## src/hdl/gbc_pkg.sv

```systemverilog
// Shared types, codes and the sensitivity table for the gyro bias calibrate
// and convert block. No dependencies.
package gbc_pkg;

   // Operation classes decided at the front and carried out at the back.
   localparam logic [1:0] OP_ACCUM  = 2'd0;
   localparam logic [1:0] OP_REJECT = 2'd1;
   localparam logic [1:0] OP_MEAS   = 2'd2;

   // Result status codes.
   localparam logic [1:0] ST_ACCUMULATED = 2'd0;
   localparam logic [1:0] ST_CAL_DONE    = 2'd1;
   localparam logic [1:0] ST_REJECTED    = 2'd2;
   localparam logic [1:0] ST_RATE        = 2'd3;

   // Configuration register indexes.
   localparam logic CSR_SAMPLE_COUNT = 1'b0;
   localparam logic CSR_FULL_SCALE   = 1'b1;

   localparam int RAW_W  = 16;
   localparam int SUM_W  = 24;
   localparam int CNT_W  = 16;
   localparam int K_W    = 9;
   localparam int RATE_W = 33;
   localparam int CSR_W  = 16;

   localparam logic signed [RAW_W-1:0] VALID_LIMIT = 16'sd100;

   localparam logic [CNT_W-1:0] SAMPLE_COUNT_RESET = 16'd256;
   localparam logic [1:0]       FULL_SCALE_RESET   = 2'd0;

   typedef struct packed {
      logic [CNT_W-1:0] sample_count;
      logic [1:0]       full_scale;
   } cfg_type;

   typedef struct packed {
      logic [1:0]              op;
      logic signed [RAW_W-1:0] raw_x;
      logic signed [RAW_W-1:0] raw_y;
      logic signed [RAW_W-1:0] raw_z;
   } entry_type;

   // Sensitivity in quarter mdps per LSB; the unused code maps to 2000 dps.
   function automatic logic [K_W-1:0] sens_k(input logic [1:0] fs);
      logic [K_W-1:0] k;
      case (fs)
         2'd0:    k = 9'd35;
         2'd1:    k = 9'd70;
         default: k = 9'd280;
      endcase
      return k;
   endfunction

endpackage

```

## src/hdl/gyro_bias_calibrate_convert.sv

```systemverilog
// Top level of the gyro bias calibrate and convert block: configuration
// registers, front end, queue and back end. Depends on gbc_pkg and the gbc_ modules.
//
// Use:
//  - req_ channel carries one sample word: kind (0 calibration, 1 measurement)
//    and signed raw_x/raw_y/raw_z, taken when req_valid is high and req_stall
//    low. Every word gives exactly one rsp_ word, in order.
//  - rsp_ channel returns status, the three corrected rates (1/1024 mdps,
//    zero unless status is rate result) and the calibrated flag.
//  - csr_ port writes sample_count (index 0) and full_scale (index 1) on any
//    edge with csr_write high; write only while the block is idle.
// Back end (one word at a time):
//  - A measurement holds the back end for the pop with the x multiply, y and
//    z on the shared multiplier and the response load. An accumulated or
//    rejected calibration word holds it for the pop and the response load.
//  - The word that completes a run waits on the bit-serial divider: per axis
//    a start, one bit step per quotient bit (24+BIAS_FRACTION_BITS bits) and
//    a done step, for x, y and z in turn.
// Reset clears the run, biases, calibrated flag and valid state; sample_count
// returns to 256, full_scale to 245 dps. A stalled response word holds; the
// back end finishes its next result, then the queue and front register fill
// and req_stall rises.
module gyro_bias_calibrate_convert import gbc_pkg::*; #(
   parameter int BIAS_FRACTION_BITS = 8
) (
   input  logic                     clock,
   input  logic                     reset,
   input  logic                     csr_write,
   input  logic                     csr_index,
   input  logic [CSR_W-1:0]         csr_wdata,
   input  logic                     req_valid,
   output logic                     req_stall,
   input  logic                     req_kind,
   input  logic signed [RAW_W-1:0]  req_raw_x,
   input  logic signed [RAW_W-1:0]  req_raw_y,
   input  logic signed [RAW_W-1:0]  req_raw_z,
   output logic                     rsp_valid,
   input  logic                     rsp_stall,
   output logic [1:0]               rsp_status,
   output logic signed [RATE_W-1:0] rsp_rate_x,
   output logic signed [RATE_W-1:0] rsp_rate_y,
   output logic signed [RATE_W-1:0] rsp_rate_z,
   output logic                     rsp_is_calibrated
);

   cfg_type   cfg_ff, cfg_in;
   logic      push;
   entry_type push_entry;
   logic      q_full;
   logic      q_pop;
   logic      q_not_empty;
   entry_type q_head;

   // Register writes: take the low bits each register needs.
   always_comb begin
      cfg_in = cfg_ff;
      if (csr_write) begin
         case (csr_index)
            CSR_SAMPLE_COUNT: cfg_in.sample_count = csr_wdata[CNT_W-1:0];
            CSR_FULL_SCALE:   cfg_in.full_scale   = csr_wdata[1:0];
            default:          cfg_in = cfg_ff;
         endcase
      end
   end

   always_ff @(posedge clock) begin
      if (reset) begin
         cfg_ff.sample_count <= SAMPLE_COUNT_RESET;
         cfg_ff.full_scale   <= FULL_SCALE_RESET;
      end else begin
         cfg_ff <= cfg_in;
      end
   end

   // Classify and hold one word ahead of the queue.
   gbc_front u_front (
      .clock      (clock),
      .reset      (reset),
      .cfg        (cfg_ff),
      .req_valid  (req_valid),
      .req_stall  (req_stall),
      .req_kind   (req_kind),
      .req_raw_x  (req_raw_x),
      .req_raw_y  (req_raw_y),
      .req_raw_z  (req_raw_z),
      .push       (push),
      .push_entry (push_entry),
      .queue_full (q_full)
   );

   gbc_queue u_queue (
      .clock      (clock),
      .reset      (reset),
      .push       (push),
      .push_entry (push_entry),
      .full       (q_full),
      .pop        (q_pop),
      .not_empty  (q_not_empty),
      .head       (q_head)
   );

   // Carry out the word and drive the response register.
   gbc_back #(
      .BIAS_FRACTION_BITS (BIAS_FRACTION_BITS)
   ) u_back (
      .clock             (clock),
      .reset             (reset),
      .cfg               (cfg_ff),
      .q_not_empty       (q_not_empty),
      .q_head            (q_head),
      .pop               (q_pop),
      .rsp_valid         (rsp_valid),
      .rsp_stall         (rsp_stall),
      .rsp_status        (rsp_status),
      .rsp_rate_x        (rsp_rate_x),
      .rsp_rate_y        (rsp_rate_y),
      .rsp_rate_z        (rsp_rate_z),
      .rsp_is_calibrated (rsp_is_calibrated)
   );

endmodule

```

## src/hdl/gbc_front.sv

```systemverilog
// Front end: takes request words, classifies them and holds one word for
// the queue. Depends on gbc_pkg.
module gbc_front import gbc_pkg::*; (
   input  logic                    clock,
   input  logic                    reset,
   input  cfg_type                 cfg,
   input  logic                    req_valid,
   output logic                    req_stall,
   input  logic                    req_kind,
   input  logic signed [RAW_W-1:0] req_raw_x,
   input  logic signed [RAW_W-1:0] req_raw_y,
   input  logic signed [RAW_W-1:0] req_raw_z,
   output logic                    push,
   output entry_type               push_entry,
   input  logic                    queue_full
);

   logic      valid_ff, valid_in;
   entry_type entry_ff, entry_in;
   logic      accept;
   logic      out_of_range;

   function automatic logic too_large(input logic signed [RAW_W-1:0] v);
      return (v > VALID_LIMIT) || (v < -VALID_LIMIT);
   endfunction

   assign req_stall = valid_ff && queue_full;
   assign accept    = req_valid && !req_stall;
   assign push      = valid_ff && !queue_full;
   assign push_entry = entry_ff;

   assign out_of_range = too_large(req_raw_x) || too_large(req_raw_y) ||
                         too_large(req_raw_z) || (cfg.sample_count == '0);

   always_comb begin
      valid_in = valid_ff && queue_full;
      entry_in = entry_ff;
      if (accept) begin
         valid_in       = 1'b1;
         entry_in.raw_x = req_raw_x;
         entry_in.raw_y = req_raw_y;
         entry_in.raw_z = req_raw_z;
         if (req_kind) begin
            entry_in.op = OP_MEAS;
         end else if (out_of_range) begin
            entry_in.op = OP_REJECT;
         end else begin
            entry_in.op = OP_ACCUM;
         end
      end
   end

   always_ff @(posedge clock) begin
      if (reset) begin
         valid_ff <= 1'b0;
      end else begin
         valid_ff <= valid_in;
      end
      entry_ff <= entry_in;
   end

endmodule

```

## src/hdl/gbc_queue.sv

```systemverilog
// Two-word queue between front and back, held in flip-flops.
// Depends on gbc_pkg.
module gbc_queue import gbc_pkg::*; (
   input  logic      clock,
   input  logic      reset,
   input  logic      push,
   input  entry_type push_entry,
   output logic      full,
   input  logic      pop,
   output logic      not_empty,
   output entry_type head
);

   entry_type  slot_ff [2];
   logic       wr_ptr_ff, wr_ptr_in;
   logic       rd_ptr_ff, rd_ptr_in;
   logic [1:0] count_ff, count_in;

   assign full      = (count_ff == 2'd2);
   assign not_empty = (count_ff != 2'd0);
   assign head      = slot_ff[rd_ptr_ff];

   always_comb begin
      wr_ptr_in = push ? !wr_ptr_ff : wr_ptr_ff;
      rd_ptr_in = pop  ? !rd_ptr_ff : rd_ptr_ff;
      count_in  = count_ff;
      if (push && !pop) begin
         count_in = count_ff + 2'd1;
      end else if (pop && !push) begin
         count_in = count_ff - 2'd1;
      end
   end

   always_ff @(posedge clock) begin
      if (reset) begin
         wr_ptr_ff <= 1'b0;
         rd_ptr_ff <= 1'b0;
         count_ff  <= 2'd0;
      end else begin
         wr_ptr_ff <= wr_ptr_in;
         rd_ptr_ff <= rd_ptr_in;
         count_ff  <= count_in;
      end
      if (push) begin
         slot_ff[wr_ptr_ff] <= push_entry;
      end
   end

endmodule

```

## src/hdl/gbc_div.sv

```systemverilog
// Restoring divider, one quotient bit a cycle, sign applied at the end so
// the quotient truncates toward zero. No package dependency.
module gbc_div #(
   parameter int NUM_W = 32,
   parameter int DEN_W = 16
) (
   input  logic             clock,
   input  logic             reset,
   input  logic             start,
   input  logic [NUM_W-1:0] num_mag,
   input  logic             num_neg,
   input  logic [DEN_W-1:0] den,
   output logic             done,
   output logic [NUM_W-1:0] quot
);

   localparam int CW = $clog2(NUM_W + 1);

   logic [NUM_W-1:0] quo_ff, quo_in;
   logic [DEN_W-1:0] rem_ff, rem_in;
   logic [DEN_W-1:0] den_ff, den_in;
   logic [CW-1:0]    cnt_ff, cnt_in;
   logic             busy_ff, busy_in;
   logic             done_ff, done_in;
   logic             neg_ff, neg_in;
   logic [DEN_W:0]   trial;
   logic             fits;

   assign trial = {rem_ff, quo_ff[NUM_W-1]};
   assign fits  = (trial >= {1'b0, den_ff});
   assign done  = done_ff;
   assign quot  = neg_ff ? (~quo_ff + NUM_W'(1)) : quo_ff;

   always_comb begin
      quo_in  = quo_ff;
      rem_in  = rem_ff;
      den_in  = den_ff;
      cnt_in  = cnt_ff;
      busy_in = busy_ff;
      neg_in  = neg_ff;
      done_in = 1'b0;
      if (start) begin
         quo_in  = num_mag;
         rem_in  = '0;
         den_in  = den;
         neg_in  = num_neg;
         cnt_in  = CW'(NUM_W);
         busy_in = 1'b1;
      end else if (busy_ff) begin
         // shift one dividend bit in, subtract where the divisor fits
         rem_in = fits ? DEN_W'(trial - {1'b0, den_ff}) : trial[DEN_W-1:0];
         quo_in = {quo_ff[NUM_W-2:0], fits};
         cnt_in = cnt_ff - CW'(1);
         if (cnt_ff == CW'(1)) begin
            busy_in = 1'b0;
            done_in = 1'b1;
         end
      end
   end

   always_ff @(posedge clock) begin
      if (reset) begin
         busy_ff <= 1'b0;
         done_ff <= 1'b0;
         cnt_ff  <= '0;
      end else begin
         busy_ff <= busy_in;
         done_ff <= done_in;
         cnt_ff  <= cnt_in;
      end
      quo_ff <= quo_in;
      rem_ff <= rem_in;
      den_ff <= den_in;
      neg_ff <= neg_in;
   end

endmodule

```

## src/hdl/gbc_back.sv

```systemverilog
// Back end: runs calibration sums, bias division and rate conversion, and
// owns the response register. Depends on gbc_pkg and gbc_div.
module gbc_back import gbc_pkg::*; #(
   parameter int BIAS_FRACTION_BITS = 8
) (
   input  logic                     clock,
   input  logic                     reset,
   input  cfg_type                  cfg,
   input  logic                     q_not_empty,
   input  entry_type                q_head,
   output logic                     pop,
   output logic                     rsp_valid,
   input  logic                     rsp_stall,
   output logic [1:0]               rsp_status,
   output logic signed [RATE_W-1:0] rsp_rate_x,
   output logic signed [RATE_W-1:0] rsp_rate_y,
   output logic signed [RATE_W-1:0] rsp_rate_z,
   output logic                     rsp_is_calibrated
);

   localparam int F      = BIAS_FRACTION_BITS;
   localparam int BIAS_W = 8 + F;
   localparam int DIFF_W = RAW_W + 1 + F;
   localparam int PROD_W = DIFF_W + K_W + 1;
   localparam int SC_W   = PROD_W + 8;
   localparam int NUM_W  = SUM_W + F;
   localparam int LSH    = (F <= 8) ? (8 - F) : 0;
   localparam int RSH    = (F > 8) ? (F - 8) : 0;
   localparam logic [SC_W-1:0] RND = (SC_W'(1) << RSH) - SC_W'(1);

   localparam logic [2:0] S_IDLE    = 3'd0;
   localparam logic [2:0] S_MUL     = 3'd1;
   localparam logic [2:0] S_DIV_GO  = 3'd2;
   localparam logic [2:0] S_DIV_WT  = 3'd3;
   localparam logic [2:0] S_DONE    = 3'd4;

   logic [2:0]              state_ff, state_in;
   logic [1:0]              axis_ff, axis_in;
   logic [1:0]              op_ff, op_in;
   logic [1:0]              status_ff, status_in;
   logic signed [RAW_W-1:0] raw_ff [3];
   logic signed [RAW_W-1:0] raw_in [3];
   logic signed [PROD_W-1:0] prod_ff [3];
   logic signed [PROD_W-1:0] prod_in [3];
   logic signed [SUM_W-1:0] sum_ff [3];
   logic signed [SUM_W-1:0] sum_in [3];
   logic signed [BIAS_W-1:0] bias_ff [3];
   logic signed [BIAS_W-1:0] bias_in [3];
   logic [CNT_W-1:0]        taken_ff, taken_in;
   logic                    cal_ff, cal_in;

   logic                     out_valid_ff, out_valid_in;
   logic [1:0]               out_status_ff;
   logic signed [RATE_W-1:0] out_rate_ff [3];
   logic                     out_cal_ff;
   logic                     out_load;

   logic signed [RAW_W-1:0]  head_raw [3];
   logic signed [SUM_W-1:0]  sum_next [3];
   logic [CNT_W-1:0]         n_next;
   logic signed [RAW_W-1:0]  mul_raw;
   logic signed [BIAS_W-1:0] mul_bias;
   logic signed [DIFF_W-1:0] diff;
   logic signed [PROD_W-1:0] prod;
   logic [K_W-1:0]           k_sel;

   logic                     div_start;
   logic [SUM_W-1:0]         div_mag;
   logic                     div_neg;
   logic                     div_done;
   logic [NUM_W-1:0]         div_quot;

   // Scale the product to 1/1024 mdps; right shifts truncate toward zero.
   function automatic logic [RATE_W-1:0] scale_rate(input logic signed [PROD_W-1:0] p);
      logic signed [SC_W-1:0] ext;
      logic signed [SC_W-1:0] res;
      ext = SC_W'(p);
      if (F <= 8) begin
         res = ext <<< LSH;
      end else begin
         res = (ext + $signed(ext[SC_W-1] ? RND : '0)) >>> RSH;
      end
      return res[RATE_W-1:0];
   endfunction

   gbc_div #(
      .NUM_W (NUM_W),
      .DEN_W (CNT_W)
   ) u_div (
      .clock   (clock),
      .reset   (reset),
      .start   (div_start),
      .num_mag ({div_mag, F'(0)}),
      .num_neg (div_neg),
      .den     (cfg.sample_count >= n_next ? cfg.sample_count : n_next),
      .done    (div_done),
      .quot    (div_quot)
   );

   assign head_raw[0] = q_head.raw_x;
   assign head_raw[1] = q_head.raw_y;
   assign head_raw[2] = q_head.raw_z;

   // Sample count of the finished run: taken_ff holds it while dividing.
   assign n_next = taken_ff + CNT_W'(1);

   always_comb begin
      for (int i = 0; i < 3; i++) begin
         sum_next[i] = sum_ff[i] + SUM_W'(head_raw[i]);
      end
   end

   assign div_mag = sum_ff[axis_ff][SUM_W-1] ? SUM_W'(-sum_ff[axis_ff])
                                             : SUM_W'(sum_ff[axis_ff]);
   assign div_neg = sum_ff[axis_ff][SUM_W-1];

   // Shared multiplier: axis 0 comes straight from the queue head.
   assign k_sel    = sens_k(cfg.full_scale);
   assign mul_raw  = (state_ff == S_IDLE) ? head_raw[0] : raw_ff[axis_ff];
   assign mul_bias = (state_ff == S_IDLE) ? bias_ff[0] : bias_ff[axis_ff];
   assign diff     = $signed({mul_raw[RAW_W-1], mul_raw, F'(0)}) - DIFF_W'(mul_bias);
   assign prod     = diff * $signed({1'b0, k_sel});

   assign pop      = (state_ff == S_IDLE) && q_not_empty;
   assign out_load = (state_ff == S_DONE) && (!out_valid_ff || !rsp_stall);

   always_comb begin
      state_in  = state_ff;
      axis_in   = axis_ff;
      op_in     = op_ff;
      status_in = status_ff;
      raw_in    = raw_ff;
      prod_in   = prod_ff;
      sum_in    = sum_ff;
      bias_in   = bias_ff;
      taken_in  = taken_ff;
      cal_in    = cal_ff;
      div_start = 1'b0;
      case (state_ff)
         S_IDLE: begin
            if (q_not_empty) begin
               op_in  = q_head.op;
               raw_in = head_raw;
               case (q_head.op)
                  OP_MEAS: begin
                     prod_in[0] = prod;
                     axis_in    = 2'd1;
                     status_in  = ST_RATE;
                     state_in   = S_MUL;
                  end
                  OP_ACCUM: begin
                     sum_in = sum_next;
                     if (n_next >= cfg.sample_count) begin
                        // run complete: keep the count for the divisor
                        axis_in  = 2'd0;
                        state_in = S_DIV_GO;
                     end else begin
                        taken_in  = n_next;
                        status_in = ST_ACCUMULATED;
                        state_in  = S_DONE;
                     end
                  end
                  default: begin
                     for (int i = 0; i < 3; i++) begin
                        sum_in[i] = '0;
                     end
                     taken_in  = '0;
                     status_in = ST_REJECTED;
                     state_in  = S_DONE;
                  end
               endcase
            end
         end
         S_MUL: begin
            prod_in[axis_ff] = prod;
            axis_in          = axis_ff + 2'd1;
            if (axis_ff == 2'd2) begin
               state_in = S_DONE;
            end
         end
         S_DIV_GO: begin
            div_start = 1'b1;
            state_in  = S_DIV_WT;
         end
         S_DIV_WT: begin
            if (div_done) begin
               bias_in[axis_ff] = div_quot[BIAS_W-1:0];
               if (axis_ff == 2'd2) begin
                  for (int i = 0; i < 3; i++) begin
                     sum_in[i] = '0;
                  end
                  taken_in  = '0;
                  cal_in    = 1'b1;
                  status_in = ST_CAL_DONE;
                  state_in  = S_DONE;
               end else begin
                  axis_in  = axis_ff + 2'd1;
                  state_in = S_DIV_GO;
               end
            end
         end
         S_DONE: begin
            if (out_load) begin
               state_in = S_IDLE;
            end
         end
         default: begin
            state_in = S_IDLE;
         end
      endcase
   end

   always_comb begin
      out_valid_in = out_valid_ff && rsp_stall;
      if (out_load) begin
         out_valid_in = 1'b1;
      end
   end

   always_ff @(posedge clock) begin
      if (reset) begin
         state_ff     <= S_IDLE;
         axis_ff      <= 2'd0;
         taken_ff     <= '0;
         cal_ff       <= 1'b0;
         out_valid_ff <= 1'b0;
         for (int i = 0; i < 3; i++) begin
            sum_ff[i]  <= '0;
            bias_ff[i] <= '0;
         end
      end else begin
         state_ff     <= state_in;
         axis_ff      <= axis_in;
         taken_ff     <= taken_in;
         cal_ff       <= cal_in;
         out_valid_ff <= out_valid_in;
         sum_ff       <= sum_in;
         bias_ff      <= bias_in;
      end
      op_ff     <= op_in;
      status_ff <= status_in;
      raw_ff    <= raw_in;
      prod_ff   <= prod_in;
      if (out_load) begin
         out_status_ff <= status_ff;
         out_cal_ff    <= cal_ff;
         for (int i = 0; i < 3; i++) begin
            out_rate_ff[i] <= (op_ff == OP_MEAS) ? $signed(scale_rate(prod_ff[i])) : '0;
         end
      end
   end

   assign rsp_valid         = out_valid_ff;
   assign rsp_status        = out_status_ff;
   assign rsp_rate_x        = out_rate_ff[0];
   assign rsp_rate_y        = out_rate_ff[1];
   assign rsp_rate_z        = out_rate_ff[2];
   assign rsp_is_calibrated = out_cal_ff;

endmodule
```

## config.mk

```make
export PLATFORM = sky130hd
export DESIGN_NAME = gyro_bias_calibrate_convert
export DESIGN_NICKNAME = d
export VERILOG_FILES = /design/src/hdl/gbc_pkg.sv /design/src/hdl/gyro_bias_calibrate_convert.sv /design/src/hdl/gbc_front.sv /design/src/hdl/gbc_queue.sv /design/src/hdl/gbc_div.sv /design/src/hdl/gbc_back.sv
export SDC_FILE = /design/constraint.sdc
export NUM_CORES = 2
export LEC_CHECK = 0
export ABC_AREA = 1
export BUFFER_PORTS_ARGS = -buffer_cell sky130_fd_sc_hd__buf_2
export CAP_MARGIN = 20
export CORE_AREA = 10 10 301 303
export DETAILED_ROUTE_END_ITERATION = 8
export DIE_AREA = 0 0 311 313
export PLACE_DENSITY = 0.71
export SETUP_SLACK_MARGIN = 0.5
export SLEW_MARGIN = 10
export SYNTH_ARGS = -nofsm -noshare
export SYNTH_HDL_FRONTEND = slang
export SYNTH_SLANG_ARGS = --single-unit
export TNS_END_PERCENT = 10
```

## constraint.sdc

```tcl
create_clock -name clock -period 17 [get_ports clock]
set_input_delay 0.85 -clock clock [delete_from_list [all_inputs] [get_ports clock]]
set_output_delay 0.85 -clock clock [all_outputs]
set_load 0.005 [all_outputs]
```

-- Word-level counts from Yosys, hierarchy flattened
Memories as Yosys holds them, arrays and structs flattened. A register that Yosys moved wholly into a read port is not among the register bits.
Cells that the tools add are included.
- input bits: 71
- output and inout port bits: 104
- memories: 2
- bits in writable memories: 199
- register bits after elaboration: 449
- $mul: 1
- reduce and logical (&&, ||, !) cells: 47
- magnitude comparators: 11
- multiplexer cells: 82
- bitwise logic cells: 4
- add/subtract/negate cells: 12
- equal/unequal tests: 21
- memories (name ; words ; bits a word ; read ports ; clocked after memory_dff ; wr ports ; line ; source):
    u_queue.slot_ff ; 2 ; 50 ; 1 ; 1 ; 1 ; gbc_queue.sv:14 ; entry_type slot_ff [2];
    u_back.out_rate_ff ; 3 ; 33 ; 3 ; 0 ; 3 ; gbc_back.sv:54 ; logic signed [RATE_W-1:0] out_rate_ff [3];
- operators by type and width (cell ; number):
    $pmux W72 S2 ; 2
    $mux W16 ; 14
    $mux W72 ; 3
    $mux W33 ; 6
    $bwmux W105 ; 1
    $mux W35 ; 3
    $add A24 B16 Y24 ; 3
    $mux W24 ; 3
    $demux W35 S2 ; 1
    $pmux W35 S2 ; 1
    $bmux W16 S2 ; 2
    $mux W32 ; 2
    $pmux W16 S2 ; 2
    $bmux W24 S2 ; 1
    $bwmux W48 ; 1
    $gt A16 B8 Y1 const B ; 3
    $lt A16 B8 Y1 const B ; 3
    $mul A25 B10 Y35 ; 1
    $add A16 B1 Y16 const B ; 2
    $demux W16 S2 ; 1
    $ge A16 B16 Y1 ; 2
    $sub A24 B16 Y25 ; 1
    $neg A24 Y24 ; 1
    $mux W2 ; 10
    42 further kinds ; 109

-- Depth between registers and ports, before layout
- depth in word-level cells: 10
- depth in mapped cells: 43

-- Modules after synthesis
A second synthesis with hierarchy kept.
- cells, all modules: 4466
- area, all modules: 39534.2 um^2
- by module, submodules not included (module ; cells each ; instances ; area each (um^2)):
    gbc_back ; 3301 ; 1 ; 27666.5
    gbc_div ; 686 ; 1 ; 4956.0
    gbc_queue ; 189 ; 1 ; 4091.4
    gbc_front ; 178 ; 1 ; 2040.7
    gyro_bias_calibrate_convert ; 112 ; 1 ; 779.5

-- Least setup slack after synthesis
Ideal clock, no wire load.
- kind: flip-flop to flip-flop
- start: register u_back.axis_ff[1]
- end: register u_back.prod_ff[92] in the netlist's numbering (data pin)
- stages on the path, launching flop included: 41
- library setup time: 0.266 ns
- slack: 9.301 ns
- data arrival time: 7.433 ns
- buffers on the path: 6
- path through: dfxtp_1 -> buf_4 -> inv_4 -> buf_4 -> buf_6 -> buf_2 -> buf_1 -> buf_1 -> o211ai_1 -> a31oi_1 -> ha_1 -> nand2_1 -> nor4_2 -> nand2_1 -> nand2_1 -> nand3_1 -> nand2_1 -> xor2_1 -> (+5 left out) -> fa_1 -> fa_1 -> inv_1 -> fa_1 -> inv_1 -> ha_1 -> a21oi_1 -> o21ai_0 -> o21bai_1 -> a21oi_1 -> o21ai_0 -> nand3_1 -> nand2_1 -> nand3_1 -> nand2_1 -> or2_2 -> nand2_1 -> nor2_1
- RTL lines (item ; line ; source):
    start: declaration ; gbc_back.sv:38 ; logic [1:0] axis_ff, axis_in;
    start signal: assignment ; gbc_back.sv:233 ; axis_ff <= axis_in;
    end signal: assignment ; gbc_back.sv:243 ; prod_ff <= prod_in;
    end: declaration ; gbc_back.sv:43 ; logic signed [PROD_W-1:0] prod_ff [3];

==> run metrics <==
Die X just over 300 um; multi-input logic area ~17000 sq um; Synth Area in Compound Gates 0.126; DRT Pass-1 Iters 5; Crit-path slowest cell nor2_4; Register Area 17300 sq um; Synth Register Bits 643; cell mode on critical path nand2_1; Rows 107; post-synthesis sequential area ratio 0.460; final slew viol count 0; Mapped Cells between 4k and 5k; clk_lat worst skew 640 ps; Post-Synth Adder-Cell Area 0.148; number of global-route vias before repair 27.1k; Total Wirelength 90200 um; Synth Net Count 4505; Final Net Count 4656; DP Wirelength 66600 um; syn_area_per_cell 9.23 sq um; Fill cells 7807; I/O Pins 175; Vias 27.8k; Setup Skew 35.1 ps; most numerous cell in the Yosys netlist inv_1; fraction of layout cells with a size suffix above 1 0.113; n_diodes 0; Avg WL per Cell about 17 um; CP endpoint kind flip-flop; Area Overhead vs Synth 12.0%; IO Port Bufs 174; TNS Setup 0 ps; H-tree lvl count 3; Synth Area in Simple Gates 0.143; post-synthesis xor/xnor area fraction 0.0237; Req. time, crit path about 17000 ps; Crit path max-delay family adder cells; Inserted Clock Buffers 71; post-synth cell types 69; Max Clk Rate about 110 MHz; largest family of logic cells by synthesized area adder cells; dominant cells by area after synthesis edfxtp_1, dfxtp_1, fa_1, inv_1, ha_1; Synth Warn # 0; clock tree from TritonCTS yes; Initial Util 0.445; clock buffer depth 3; crit path launch type flip-flop; Post-synth EDFFs approximately 440; initial antenna violation count 1; mux contribution to synthesized area 0.0144; RSZ-0062 raised after global routing false; status finished clean; CTS Sinks about 640; cts repair resizes 0; relative max-transition margin 0.289; max-cap viol count 0; crit path DAT roughly 9300 ps; Hold Fails Final Rpt 0; Routability Congestion 0.908; Worst Setup Path Type flip-flop to flip-flop; first-pass GRT wire length 145000 um; Reg clk slew, reported paths 60 ps; post-route minimum period 8810 ps; post-synth top area share 0.354; Most used DFF post-synth edfxtp_1; DIE HEIGHT 313 um; # DRC 0; CTS root buffer clkbuf_16; Setup-failing EPs final 0; Buffers & Inverters on Critical Path 3; HP Class primary input to flip-flop; post-synth top area cell edfxtp_1; Critical Path Max Stage Delay 680 ps; Core Area 84600 sq um; ys async rst share 0; critical path fanouts, max 64; Worst-Margin Slew 1060 ps; Mapped Area 37700 sq um; final core utilization 0.499; Die ar. 97300 sq um; Post-CTS Hold Fix Bufs 0; Global Route Usage Sum 0.181; Setup Fix Bufs, Post-CTS 0; Final period util 0.518; Vias/cell 5.13; First DRT Iteration DRCs 2173; largest net degree at the start of global routing 88; Routed Antenna Nets 0; Commonest cells post-synth inv_1, nand2_1, edfxtp_1, nor2_1, a21oi_1; gr ovfl total 0
-- layer usage --
| layer | vias to the layer above | GRT usage | part of all wire |
|---|---|---|---|
| met5 | - | 0 | 0.000078 |
| met4 | 2 | 0.0682 | 0.034 |
| met3 | 161 | 0.0251 | 0.053 |
| met2 | 759 | 0.313 | 0.48 |
| met1 | 13000 | 0.229 | 0.43 |
| li1 | 13900 | - | - |
-- layout make-up --
class / instances / area share
tap: 1144 / 0.0339
clock inverter: 43 / 0.0127
inverter: 706 / 0.0629
clock buffer: 85 / 0.0453
timing repair buffer: 197 / 0.0262
sequential: 643 / 0.411
multi-input combinational: 2612 / 0.408
-- cell usage in the layout, fill, tap and decap left out, types with 17 or more instances in the layout --
cell type,n
xnor2_1,28
nand3_1,107
ha_1,201
buf_4,20
fa_1,153
inv_2,19
dfxtp_1,198
nor4_1,17
nor2_1,371
a21oi_1,367
or2_2,38
mux2_2,48
nor3_1,39
clkbuf_16,74
o21ai_0,217
edfxtp_1,444
a211oi_1,17
o211ai_1,31
inv_1,682
xor2_1,72
o21ai_1,62
nand2_1,605
nand4_1,34
a31oi_1,26
buf_2,173
-- per-stage QoR --
step / cell area, sq um / hold slack [ps] / instances / setup slack, ps
global placement: 39700 / 404 / 5298 / 8390
finish: 42200 / 404 / 5430 / 8190
floorplan: 37700 / 400 / 4080 / 9300
CTS: 42100 / 365 / 5427 / 8260
global route: 42200 / 385 / 5430 / 7510
detailed placement: 39700 / 407 / 5299 / 8320
-- state kept, by name (all words and copies together), names as in the netlist, 32 cells and up, named ones only --
name,cells
u_front.push_entry,50
u_back.bias_ff,48
u_queue.slot_ff,100
u_back.u_div.quo_ff,32
u_back.prod_ff,99
u_back.raw_ff,48
u_back.out_rate_ff,99
u_back.sum_ff,72
-- path summary, 6_finish.rpt --
kind	startpoint	end	slack, ps	depth (start not counted)
min	req_raw_z[1]	u_front.push_entry[1]	400	1
max	u_back.axis_ff[1]	u_back.prod_ff[101]	8190	31
max reg2reg	u_back.axis_ff[1]	u_back.prod_ff[101]	8190	31
min reg2reg	u_back.status_ff[0]	u_back.rsp_status[0]	420	0
-- cells by family after synthesis --
group,after synthesis
xor+xnor,101
fa+ha+maj,354
flops,643
buf+inv,825
compound gates,838
mux,48
simple gates,1271
-- worst reg2reg max path, delay by kind of cell (launching register included) --
family                   cells  cell delay, ps
buffers and inverters        3             460
AND/OR/NAND/NOR             16            3040
AO/OA/AOI/OAI                3             850
adder cells (fa/ha/maj)      7            3220
flip-flops                   1             610
XOR/XNOR                     2             510
Power is not shown: default switching activity piles up to over one toggle a cycle in this logic, so the estimate is an artifact.
